## config.mk

```make
export PLATFORM = sky130hd
export DESIGN_NAME = nrg_queue
export DESIGN_NICKNAME = d
export VERILOG_FILES = /design/src/rtl/core/nrg_pkg.sv /design/src/rtl/core/nrg_queue.sv
export SDC_FILE = /design/constraint.sdc
export NUM_CORES = 1
export LEC_CHECK = 0
export ABC_AREA = 1
export ABC_CLOCK_PERIOD_IN_PS = 4600
export BUFFER_PORTS_ARGS = -buffer_cell sky130_fd_sc_hd__buf_2
export CORE_AREA = 3 3 106 108
export DETAILED_ROUTE_END_ITERATION = 6
export DIE_AREA = 0 0 109 111
export PLACE_DENSITY = 0.65
export SETUP_SLACK_MARGIN = 0.5
export SLEW_MARGIN = 20
export SYNTH_ARGS = -nofsm -noshare
export SYNTH_HDL_FRONTEND = slang
export SYNTH_SLANG_ARGS = --single-unit
```

## constraint.sdc

```tcl
create_clock -name clk -period 4.6 [get_ports clk]
set_input_delay 0.23 -clock clk [delete_from_list [all_inputs] [get_ports clk]]
set_output_delay 0.23 -clock clk [all_outputs]
set_load 0.02 [all_outputs]
```

## src/rtl/core/nrg_pkg.sv

```systemverilog
package nrg_pkg;

    typedef struct packed {
        logic        op;
        logic [10:0] load_x;
        logic [8:0]  load_y;
        logic [7:0]  red;
        logic [7:0]  green;
        logic [7:0]  blue;
        logic [11:0] query_x;
        logic [11:0] query_y;
    } request_t;

    typedef struct packed {
        logic [7:0] gray;
        logic       status;
    } result_t;

    typedef enum logic [1:0] {
        CMD_LOAD,
        CMD_READ,
        CMD_FLAG
    } cmd_kind_t;

    typedef struct packed {
        cmd_kind_t   kind;
        logic [11:0] cx;
        logic [11:0] cy;
        logic [7:0]  red;
        logic [7:0]  green;
        logic [7:0]  blue;
    } cmd_t;

    typedef struct packed {
        logic [11:0] w;
        logic [9:0]  h;
        logic [12:0] ow;
        logic [12:0] oh;
    } geom_t;

    localparam logic [1:0] CFG_SOURCE_WIDTH  = 2'd0;
    localparam logic [1:0] CFG_SOURCE_HEIGHT = 2'd1;
    localparam logic [1:0] CFG_TARGET_WIDTH  = 2'd2;
    localparam logic [1:0] CFG_TARGET_HEIGHT = 2'd3;

    localparam logic       OP_LOAD = 1'b0;

    localparam logic [15:0] LUMA_R     = 16'd19595;
    localparam logic [15:0] LUMA_G     = 16'd38470;
    localparam logic [15:0] LUMA_B     = 16'd7471;
    localparam logic [24:0] LUMA_ROUND = 25'd32768;

    // quotient bits of the coordinate divide; the mapped coordinate stays below 2^13
    localparam int QUOT_BITS = 13;
    localparam int NUM_BITS  = 27;

endpackage

```

## src/rtl/core/nrg_queue.sv

```systemverilog
module nrg_queue (
    input  logic          clk,
    input  logic          rst_n,
    input  logic          wr_en,
    input  nrg_pkg::cmd_t wr_data,
    input  logic          rd_en,
    output nrg_pkg::cmd_t rd_data,
    output logic          full,
    output logic          empty
);
    import nrg_pkg::*;

    cmd_t       slot_reg [2];
    logic       wr_ptr_reg;
    logic       rd_ptr_reg;
    logic [1:0] count_reg;

    always_ff @(posedge clk)
    begin
        if (wr_en)
            slot_reg[wr_ptr_reg] <= wr_data;
    end

    always_ff @(posedge clk or negedge rst_n) begin
        if (!rst_n)
        begin
            wr_ptr_reg <= 1'b0;
            rd_ptr_reg <= 1'b0;
            count_reg  <= 2'd0;
        end
        else
        begin
            if (wr_en)
                wr_ptr_reg <= !wr_ptr_reg;
            if (rd_en)
                rd_ptr_reg <= !rd_ptr_reg;
            count_reg <= count_reg + 2'(wr_en) - 2'(rd_en);
        end
    end

    assign rd_data = slot_reg[rd_ptr_reg];
    assign full    = (count_reg == 2'd2);
    assign empty   = (count_reg == 2'd0);

`ifndef SYNTHESIS
    a_no_overflow: assert property (@(posedge clk) disable iff (!rst_n)
        full |-> !wr_en) else $error("queue written while full");
    a_no_underflow: assert property (@(posedge clk) disable iff (!rst_n)
        empty |-> !rd_en) else $error("queue read while empty");
    a_count_range: assert property (@(posedge clk) disable iff (!rst_n)
        count_reg != 2'd3) else $error("queue count out of range");
`endif

endmodule

```

==> flow_summary.ini <==
[status]
outcome = complete, no violations

[synthesis]
synth-edff-count = 100
yosysWarnings = 0
ys_seq_area_share_pct = 75.6
syn_nets = 342
synth_flop_cell = edfxtp_1
synth_top_cell_by_area = edfxtp_1
synth_top_area_share_pct = 73.2
avgSynthCellArea_um2 = 14.3
synth_area_mm2 = 0.00410
synthCells = 286
yosysMostFrequentCell = edfxtp_1
synth.area.top_cells = edfxtp_1 73%, o21ai_2 8.5%, inv_1 5.2%
synth-async-reset-ratio_pct = 3.85
ys_seq_elements = 104
ys_types = 12
synth_common_cells = 100 x edfxtp_1, 57 x inv_1, 56 x nand2_1, 40 x o21ai_2

[cts]
cts_root_buf = clkbuf_8
clk_pin_slew_ns = 0.10
clock_latency_ns = 0.35
cts_tree = built
cts_resized = 0
htreeDepth = 3
numCtsBuffers = 9
clk_path_buf_depth = 2
clock_sinks = 104

[sta]
period_needed_ns = 2.49
clock.fmax_mhz = 401
slew_headroom_pct = 39.5
setup_viol = 0
tns_ns = 0
skew_ns = 0.00790
fin_hold_ws_ns = 0.0587
finalHoldViolations = 0
final.period_utilization_pct = 54.2
slew_viol_final = 0
worst_pin_slew_ns = 0.907
timing.final.ws_setup_ns = 2.11
rsz0062_at_grt = no

[grt]
grt_overflow = 0
grt_max_degree = 59
antenna_found_initial = 0
grt_pass1_vias = 2504
grt_usage_pct = 11.9
grt_pass1_wl_um = 11100

[layout]
nFillCells = 937
largest_reg_flops = 100
drive_above_1_share_pct = 41.2
fin_area_mm2 = 0.00491
layout.nets = 450
multi_input_area_um2 = 677
areaGrowthSynthToFinish_pct = 19.8
register_area_mm2 = 0.00311
final_core_util_pct = 47.6

[setup_path]
criticalPathCategory = flop to output pin
crit_required_ns = 4.37
start_kind = flop
critPathCaptureType = output pin
arrival_ns = 2.26
critPathMaxFanout = 58

[die]
die_h_um = 111
row_count = 37
dieArea_mm2 = 0.0121
fp.dieW_um = 109
core_area_mm2 = 0.0103
ios = 106
start_util_pct = 39.7

[routing]
num_vias = 2360
dr.first_iter.drc_count = 70
viasPerCell = 4.41
ant_nets = 0
firstDrtPassIters = 4
drc = 0
routedWlPerCell_um = 12.5
wirelength_um = 6700

[power]
p_per_area_mw_per_mm2 = 612
leakage_nw = 2.10
vdd_ir_drop_max_uv = 327

[hold_path]
hold_path_class = input port to flop

[placement]
pre_cts_ws_ns = 2.45
hpwlAfterDp_um = 4430
gp_congestion = 0.682
post_dp_cell_area_mm2 = 0.00471
io_buffers = 105

[run]
maxCapViolations = 0
## timing repair
| action | 4_1_cts | 5_1_grt |
|---|---|---|
| hold buffers | 1 | 0 |
| hold endpoints to repair | 4 | 0 |
| setup buffers | 0 | 0 |
## worst max-delay path, stage by stage (launching register included)
cell and delay [ns]:
dfrtp_4 0.87, buf_4 0.58, nand2_1 0.13, o21ai_2 0.10, buf_2 0.19
## cell usage in the layout (no fill, tap or decap), drive strengths merged
| cell type | instances |
|---|---|
| dlygate4sd3 | 1 |
| dfrtp | 4 |
| clkinv | 2 |
| nand3 | 1 |
| inv | 59 |
| nor2 | 3 |
| nand2 | 56 |
| edfxtp | 100 |
| clkbuf | 9 |
| xor2 | 2 |
| bufinv | 1 |
| diode | 1 |
| clkinvlp | 1 |
| buf | 107 |
| o21ai | 50 |
| ha | 2 |
## final timing paths
path                                  start               to  slack, ns  depth (start not counted)
worst max-delay path             rd_ptr_reg      rd_data[25]       2.11                          4
worst min-delay path            wr_data[35]  slot_reg[0][35]       0.06                          1
worst max register to register   wr_ptr_reg  slot_reg[1][12]       2.82                          2
worst min register to register   wr_ptr_reg       wr_ptr_reg       0.55                          1
max in group asynchronous             rst_n       rd_ptr_reg       4.25                          2
min in group asynchronous             rst_n     count_reg[0]       0.21                          2
## area by class of cell
class / instances / area share (%)
multi-input combinational: 114 / 13.8
inverter: 57 / 4.38
clock inverter: 6 / 1.38
clock buffer: 9 / 2.52
antenna: 1 / 0.0509
tap: 136 / 3.46
sequential: 104 / 63.2
timing repair buffer: 108 / 11.2
## cells by family (layout without fill, tap and decap cells)
kind of cell             count (synthesis)  after routing  share of synthesized area (%)
buffers and inverters                   68            180                           8.05
adder cells (fa/ha/maj)                  2              2                          0.610
AND/OR/NAND/NOR                         60             60                           5.52
flip-flops                             104            104                           75.6
AO/OA/AOI/OAI                           50             50                           9.76
other                                    0              1                              0
XOR/XNOR                                 2              2                          0.427
## per-stage QoR
| stage | std cells | power [mW] |
|---|---|---|
| CTS | 534 | 3.06 |
| finish | 535 | 3.01 |
| floorplan | 286 | 2.22 |
| detailed placement | 518 | 2.51 |
| global placement | 518 | 2.48 |
| global route | 534 | 3.22 |
## per-layer routing
| layer | track usage (%) | part of all wire [%] | vias up | wire length, µm |
|---|---|---|---|---|
| li1 | - | - | 1178 | - |
| met1 | 13.0 | 41 | 1098 | 2740 |
| met2 | 20.6 | 51 | 70 | 3420 |
| met3 | 3.67 | 6.0 | 14 | 402 |
| met4 | 5.56 | 2.0 | 0 | 136 |
| met5 | 0 | 0 | - | 0 |
## where the power goes
part / internal, mW / total, mW / switching (mW)
Sequential: 1.26 / 1.39 / 0.129
Clock: 0.253 / 0.550 / 0.297
Combinational: 0.341 / 1.07 / 0.725
Power figures use the tool's default switching activity.
