`config.mk`:
```
export PLATFORM = sky130hd
export DESIGN_NAME = nrg_front
export DESIGN_NICKNAME = d
export VERILOG_FILES = /design/src/rtl/core/nrg_pkg.sv /design/src/rtl/core/nrg_front.sv
export SDC_FILE = /design/constraint.sdc
export NUM_CORES = 1
export LEC_CHECK = 0
export BUFFER_PORTS_ARGS = -buffer_cell sky130_fd_sc_hd__buf_2
export CORE_MARGIN = 2
export CORE_UTILIZATION = 45
export CTS_BUF_LIST = sky130_fd_sc_hd__clkbuf_2
export DETAILED_ROUTE_END_ITERATION = 16
export GPL_TIMING_DRIVEN = 0
export PLACE_DENSITY = 0.79
export SLEW_MARGIN = 5
export SYNTH_ARGS = -nofsm -noshare
export SYNTH_HDL_FRONTEND = slang
export SYNTH_SLANG_ARGS = --single-unit
export TNS_END_PERCENT = 1
```
`constraint.sdc`:
```
create_clock -name clk -period 9.1 [get_ports clk]
set_clock_uncertainty 0.2 [all_clocks]
set_input_delay 1.82 -clock clk [delete_from_list [all_inputs] [get_ports clk]]
set_output_delay 1.82 -clock clk [all_outputs]
set_load 0.005 [all_outputs]
```
`src/rtl/core/nrg_pkg.sv`:
```
package nrg_pkg;

    typedef struct packed {
        logic        op;
        logic [10:0] load_x;
        logic [8:0]  load_y;
        logic [7:0]  red;
        logic [7:0]  green;
        logic [7:0]  blue;
        logic [11:0] query_x;
        logic [11:0] query_y;
    } request_t;

    typedef struct packed {
        logic [7:0] gray;
        logic       status;
    } result_t;

    typedef enum logic [1:0] {
        CMD_LOAD,
        CMD_READ,
        CMD_FLAG
    } cmd_kind_t;

    typedef struct packed {
        cmd_kind_t   kind;
        logic [11:0] cx;
        logic [11:0] cy;
        logic [7:0]  red;
        logic [7:0]  green;
        logic [7:0]  blue;
    } cmd_t;

    typedef struct packed {
        logic [11:0] w;
        logic [9:0]  h;
        logic [12:0] ow;
        logic [12:0] oh;
    } geom_t;

    localparam logic [1:0] CFG_SOURCE_WIDTH  = 2'd0;
    localparam logic [1:0] CFG_SOURCE_HEIGHT = 2'd1;
    localparam logic [1:0] CFG_TARGET_WIDTH  = 2'd2;
    localparam logic [1:0] CFG_TARGET_HEIGHT = 2'd3;

    localparam logic       OP_LOAD = 1'b0;

    localparam logic [15:0] LUMA_R     = 16'd19595;
    localparam logic [15:0] LUMA_G     = 16'd38470;
    localparam logic [15:0] LUMA_B     = 16'd7471;
    localparam logic [24:0] LUMA_ROUND = 25'd32768;

    // quotient bits of the coordinate divide; the mapped coordinate stays below 2^13
    localparam int QUOT_BITS = 13;
    localparam int NUM_BITS  = 27;

endpackage

```
`src/rtl/core/nrg_front.sv`:
```
module nrg_front #(
    parameter int MAX_SOURCE_WIDTH  = 2048,
    parameter int MAX_SOURCE_HEIGHT = 512,
    parameter int MAX_OUTPUT_DIM    = 4096
) (
    input  logic              clk,
    input  logic              rst_n,
    input  logic              cfg_valid,
    input  logic [1:0]        cfg_index,
    input  logic [12:0]       cfg_data,
    input  logic              req_push,
    input  nrg_pkg::request_t req,
    input  logic              q_full,
    output logic              q_push,
    output nrg_pkg::cmd_t     q_cmd,
    output nrg_pkg::geom_t    geom
);
    import nrg_pkg::*;

    logic [11:0] src_w_reg;
    logic [9:0]  src_h_reg;
    logic [12:0] tgt_w_reg;
    logic [12:0] tgt_h_reg;
    logic        load_ok;
    logic        read_ok;

    always_ff @(posedge clk or negedge rst_n) begin
        if (!rst_n)
        begin
            src_w_reg <= 12'd1242;
            src_h_reg <= 10'd375;
            tgt_w_reg <= 13'd0;
            tgt_h_reg <= 13'd0;
        end
        else if (cfg_valid)
        begin
            case (cfg_index)
                CFG_SOURCE_WIDTH:  src_w_reg <= cfg_data[11:0];
                CFG_SOURCE_HEIGHT: src_h_reg <= cfg_data[9:0];
                CFG_TARGET_WIDTH:  tgt_w_reg <= cfg_data;
                CFG_TARGET_HEIGHT: tgt_h_reg <= cfg_data;
                default: ;
            endcase
        end
    end

    // clamp source size to 1..max, then fold zero target onto source size and cap target at MAX_OUTPUT_DIM
    always_comb
    begin
        if (src_w_reg == 12'd0)
            geom.w = 12'd1;
        else if (32'(src_w_reg) > MAX_SOURCE_WIDTH)
            geom.w = 12'(MAX_SOURCE_WIDTH);
        else
            geom.w = src_w_reg;
        if (src_h_reg == 10'd0)
            geom.h = 10'd1;
        else if (32'(src_h_reg) > MAX_SOURCE_HEIGHT)
            geom.h = 10'(MAX_SOURCE_HEIGHT);
        else
            geom.h = src_h_reg;
        if (tgt_w_reg == 13'd0)
            geom.ow = {1'b0, geom.w};
        else if (32'(tgt_w_reg) > MAX_OUTPUT_DIM)
            geom.ow = 13'(MAX_OUTPUT_DIM);
        else
            geom.ow = tgt_w_reg;
        if (tgt_h_reg == 13'd0)
            geom.oh = {3'b0, geom.h};
        else if (32'(tgt_h_reg) > MAX_OUTPUT_DIM)
            geom.oh = 13'(MAX_OUTPUT_DIM);
        else
            geom.oh = tgt_h_reg;
    end

    assign load_ok = ({1'b0, req.load_x} < geom.w) && ({1'b0, req.load_y} < geom.h);
    assign read_ok = ({1'b0, req.query_x} < geom.ow) && ({1'b0, req.query_y} < geom.oh);

    // drop out-of-range loads here so the back never sees them
    always_comb
    begin
        q_cmd.red   = req.red;
        q_cmd.green = req.green;
        q_cmd.blue  = req.blue;
        if (req.op == OP_LOAD)
        begin
            q_cmd.kind = CMD_LOAD;
            q_cmd.cx   = {1'b0, req.load_x};
            q_cmd.cy   = {3'b0, req.load_y};
        end
        else
        begin
            q_cmd.kind = read_ok ? CMD_READ : CMD_FLAG;
            q_cmd.cx   = req.query_x;
            q_cmd.cy   = req.query_y;
        end
    end

    assign q_push = req_push && !q_full && (req.op != OP_LOAD || load_ok);

endmodule

```
==> summary.md <==
| Metric | Value |
|---|---|
| Die Y | a little under 100 um |
| Die Area | 9230 sq um |
| Hold-fix buffers, CTS | 0 |
| Critical path's top delay family | simple AND/OR/NAND/NOR gates |
| M1 wire length | 4960 um |
| Root Buffer | clkbuf_2 |
| Slowest stage delay, CP | 0.51 ns |
| CP endpoint kind | output pin |
| HP Class | flop to flop |
| Synth Area in Compound Gates | between 10 and 15% |
| Clk_lat worst skew | ~0.43 ns |
| Largest net degree at the start of global routing | 49 |
| DP Wirelength | 9920 um |
| Clock tree buffer depth | 2 |
| Cells after Synth | 399 |
| Synthesized area | ~3800 sq um |
| Worst EP arrival | ~3.8 ns |
| Drt wl/cell | approximately 17 um |
| VDD IR max | 0.117 mV |
| Post-synth cell types | 44 |
| Top Metal Used | met4 |
| Crit-path cells | nor4_1 -> and3_1 -> buf_2 -> a21oi_1 -> or2_2 -> ha_1 -> nand3_1 -> a21oi_1 -> a211o_2 -> nor4_1 -> a21boi_0 -> buf_2 |
| Rel. slew slack | between 30% and 40% |
| Slew Viols, Final | 0 |
| Gpl congestion | 0.944 |
| Initial Util | between 40% and 50% |
| First-pass GRT wire length | about 17000 um |
| Yosys reg bits | 48 |
| Status | finished clean |
| Top FF cell, synth | dfrtp_1 |
| XOR/XNOR share of the synthesized area | 0% |
| Final WL | approximately 12000 um |
| Met2 routed WL | between 5000 and 6000 um |
| CTS H-tree depth | 2 |
| Period utilisation layout | between 60 and 70% |
| Largest cells by area after synthesis | dfrtp_1, mux2_2, ha_1 |
| Seq/Total Area, Yosys | approximately a third |
| Post-layout instance area | approximately 4800 sq um |
| Multiplexer share of the synthesized area | a little under 20% |
| Final WS setup | 3.28 ns |
| Port Buffer Count | ~160 |
| Pwr per Cell Area | roughly 150 nW/um^2 |
| Slew @ Worst Pin | roughly 1 ns |
| TNS Setup | 0 ns |
| Total of warnings raised by yosys | 0 |
| Simple-Gate Fraction of Synth Area | around 13% |
| DRC violations left | 0 |
| ANT nets after route | 0 |
| Required @ worst endpoint | 7.08 ns |
| Crit-path slowest cell | dfrtp_1 |
| Worst-path clk slew | ~0.25 ns |
| Die width | ~96 um |
| Syn avg cell area | between 9 and 10 sq um |
| Initial antenna violation count | 0 |
| Number of inserted diodes | 0 |
| Overflow left after global routing | 0 |
| Share of cells above drive strength 1 | 52.9% |
| Layout net count | 697 |
| Non-Filler Instances | between 600 and 700 |
| Row count | 33 |
| Crit Path Category | flop to output pin |
| Post-synth top area share | 23.0% |
| Cell with the most instances after synthesis | mux2_2 |
| DP Area | around 4800 sq um |
| GRT Total Usage | 24.6% |
| Vias post-DR | 3641 |
| CTS buffer count | 5 |
| Crit path buf inv count | 2 |
| Vias per cell | roughly 5.4 |
| Leakage power | roughly 2.6 nW |
| FFs w/ async S/R, synth | 100% |
| Critical Path Fanout Max | 10 |
| Final critical-path required period | 5.82 ns |
| Critical Path Start Type | flop |
| DRT iter0 DRCs | 190 |
| Post-cts resize count | 0 |
| Hold Violations, Final | 0 |
| Main combinational cell family by area after synthesis | multiplexers |
| Vias in the first global route | 3437 |
| Post-synth top cells | mux2_2, inv_1, a21oi_1, ha_1, dfrtp_1 |
| DRT Pass-1 Iters | 7 |
| Placement Setup Slack | 3.32 ns |
| Adder-Cell Fraction of Synth Area | a little over an eighth |
| CTS tree | yes |
| Max cap viols | 0 |
| Placed Cells incl. Taps | 666 |
| EDFF count, synth | 0 |
| Final setup fails | 0 |
| Syn nets | roughly 530 |
| Leading area contributor after synthesis | dfrtp_1 |
| # IOs | 188 |
| Fmax | 172 MHz |
| Setup repair bufs after CTS | 0 |
| Met3 routed WL | about 680 um |
| Clock sinks | between 40 and 50 |
| CORE AREA | approximately 8000 sq um |
| RSZ-0062 raised after global routing | no |
| Final core occ | between 50% and 60% |
| Area Overhead vs Synth | 25.9% |
==> kinds of logic after synthesis <==
logic type	after synthesis
mux	66
fa+ha+maj	40
flops	48
simple gates	95
buf+inv	83
compound gates	67
==> routing by layer <==
metal  up-vias  track usage (%)
met3        15             1.72
met4         0             6.67
met5         -                0
met2       170             42.7
li1       1714                -
met1      1742             33.0
==> stage by stage <==
stage                     hold WS (ns)  total power [mW]
after floorplan                  0.281             0.493
after global placement           0.322             0.628
after detailed placement         0.326             0.641
after CTS                        0.381             0.733
after global routing             0.401             0.787
final                            0.382             0.731
==> worst paths after layout <==
check	start	to	slack, ns	cells past startpoint
min reg2reg	tgt_w_reg[9]$_DFFE_PN0P_	tgt_w_reg[9]$_DFFE_PN0P_	0.38	1
max in group asynchronous	rst_n	tgt_h_reg[6]$_DFFE_PN0P_	6.74	1
min in group asynchronous	rst_n	src_h_reg[3]$_DFFE_PN0P_	1.31	1
max reg2reg	tgt_h_reg[12]$_DFFE_PN0P_	tgt_h_reg[12]$_DFFE_PN0P_	7.75	2
max	tgt_w_reg[0]$_DFFE_PN0P_	q_cmd[49]	3.28	12
min	tgt_w_reg[9]$_DFFE_PN0P_	tgt_w_reg[9]$_DFFE_PN0P_	0.38	1
==> placed cells by master (no fill, tap or decap), types with 3 or more instances in the layout <==
cell type	n
nor2_1	7
a21oi_1	40
a21o_1	4
buf_4	24
buf_2	165
clkbuf_2	5
ha_1	40
dfrtp_1	35
nor4_1	11
dfstp_2	13
or2_2	20
nand3_1	7
mux2_2	66
inv_1	42
nand4_1	4
and2_1	4
and3_1	3
clkbuf_1	8
nand2_1	27
o21ai_0	7
==> layout make-up <==
| class | count | area (sq um) |
|---|---|---|
| Buffer | 40 | 273 |
| Clock buffer | 5 | 25.0 |
| Inverter | 43 | 161 |
| Sequential cell | 48 | 1220 |
| Clock inverter | 3 | 21.3 |
| Fill cell | 762 | 3410 |
| Timing Repair Buffer | 162 | 811 |
| Tap cell | 105 | 131 |
| Multi-Input combinational cell | 268 | 2160 |
==> report_power, final <==
part | internal [mW] | switching [mW] | leakage, nW
clock | 0.0203 | 0.0713 | 0.0314
sequential | 0.262 | 0.0427 | 0.551
combinational | 0.164 | 0.171 | 2.05
Power figures use the tool's default switching activity.
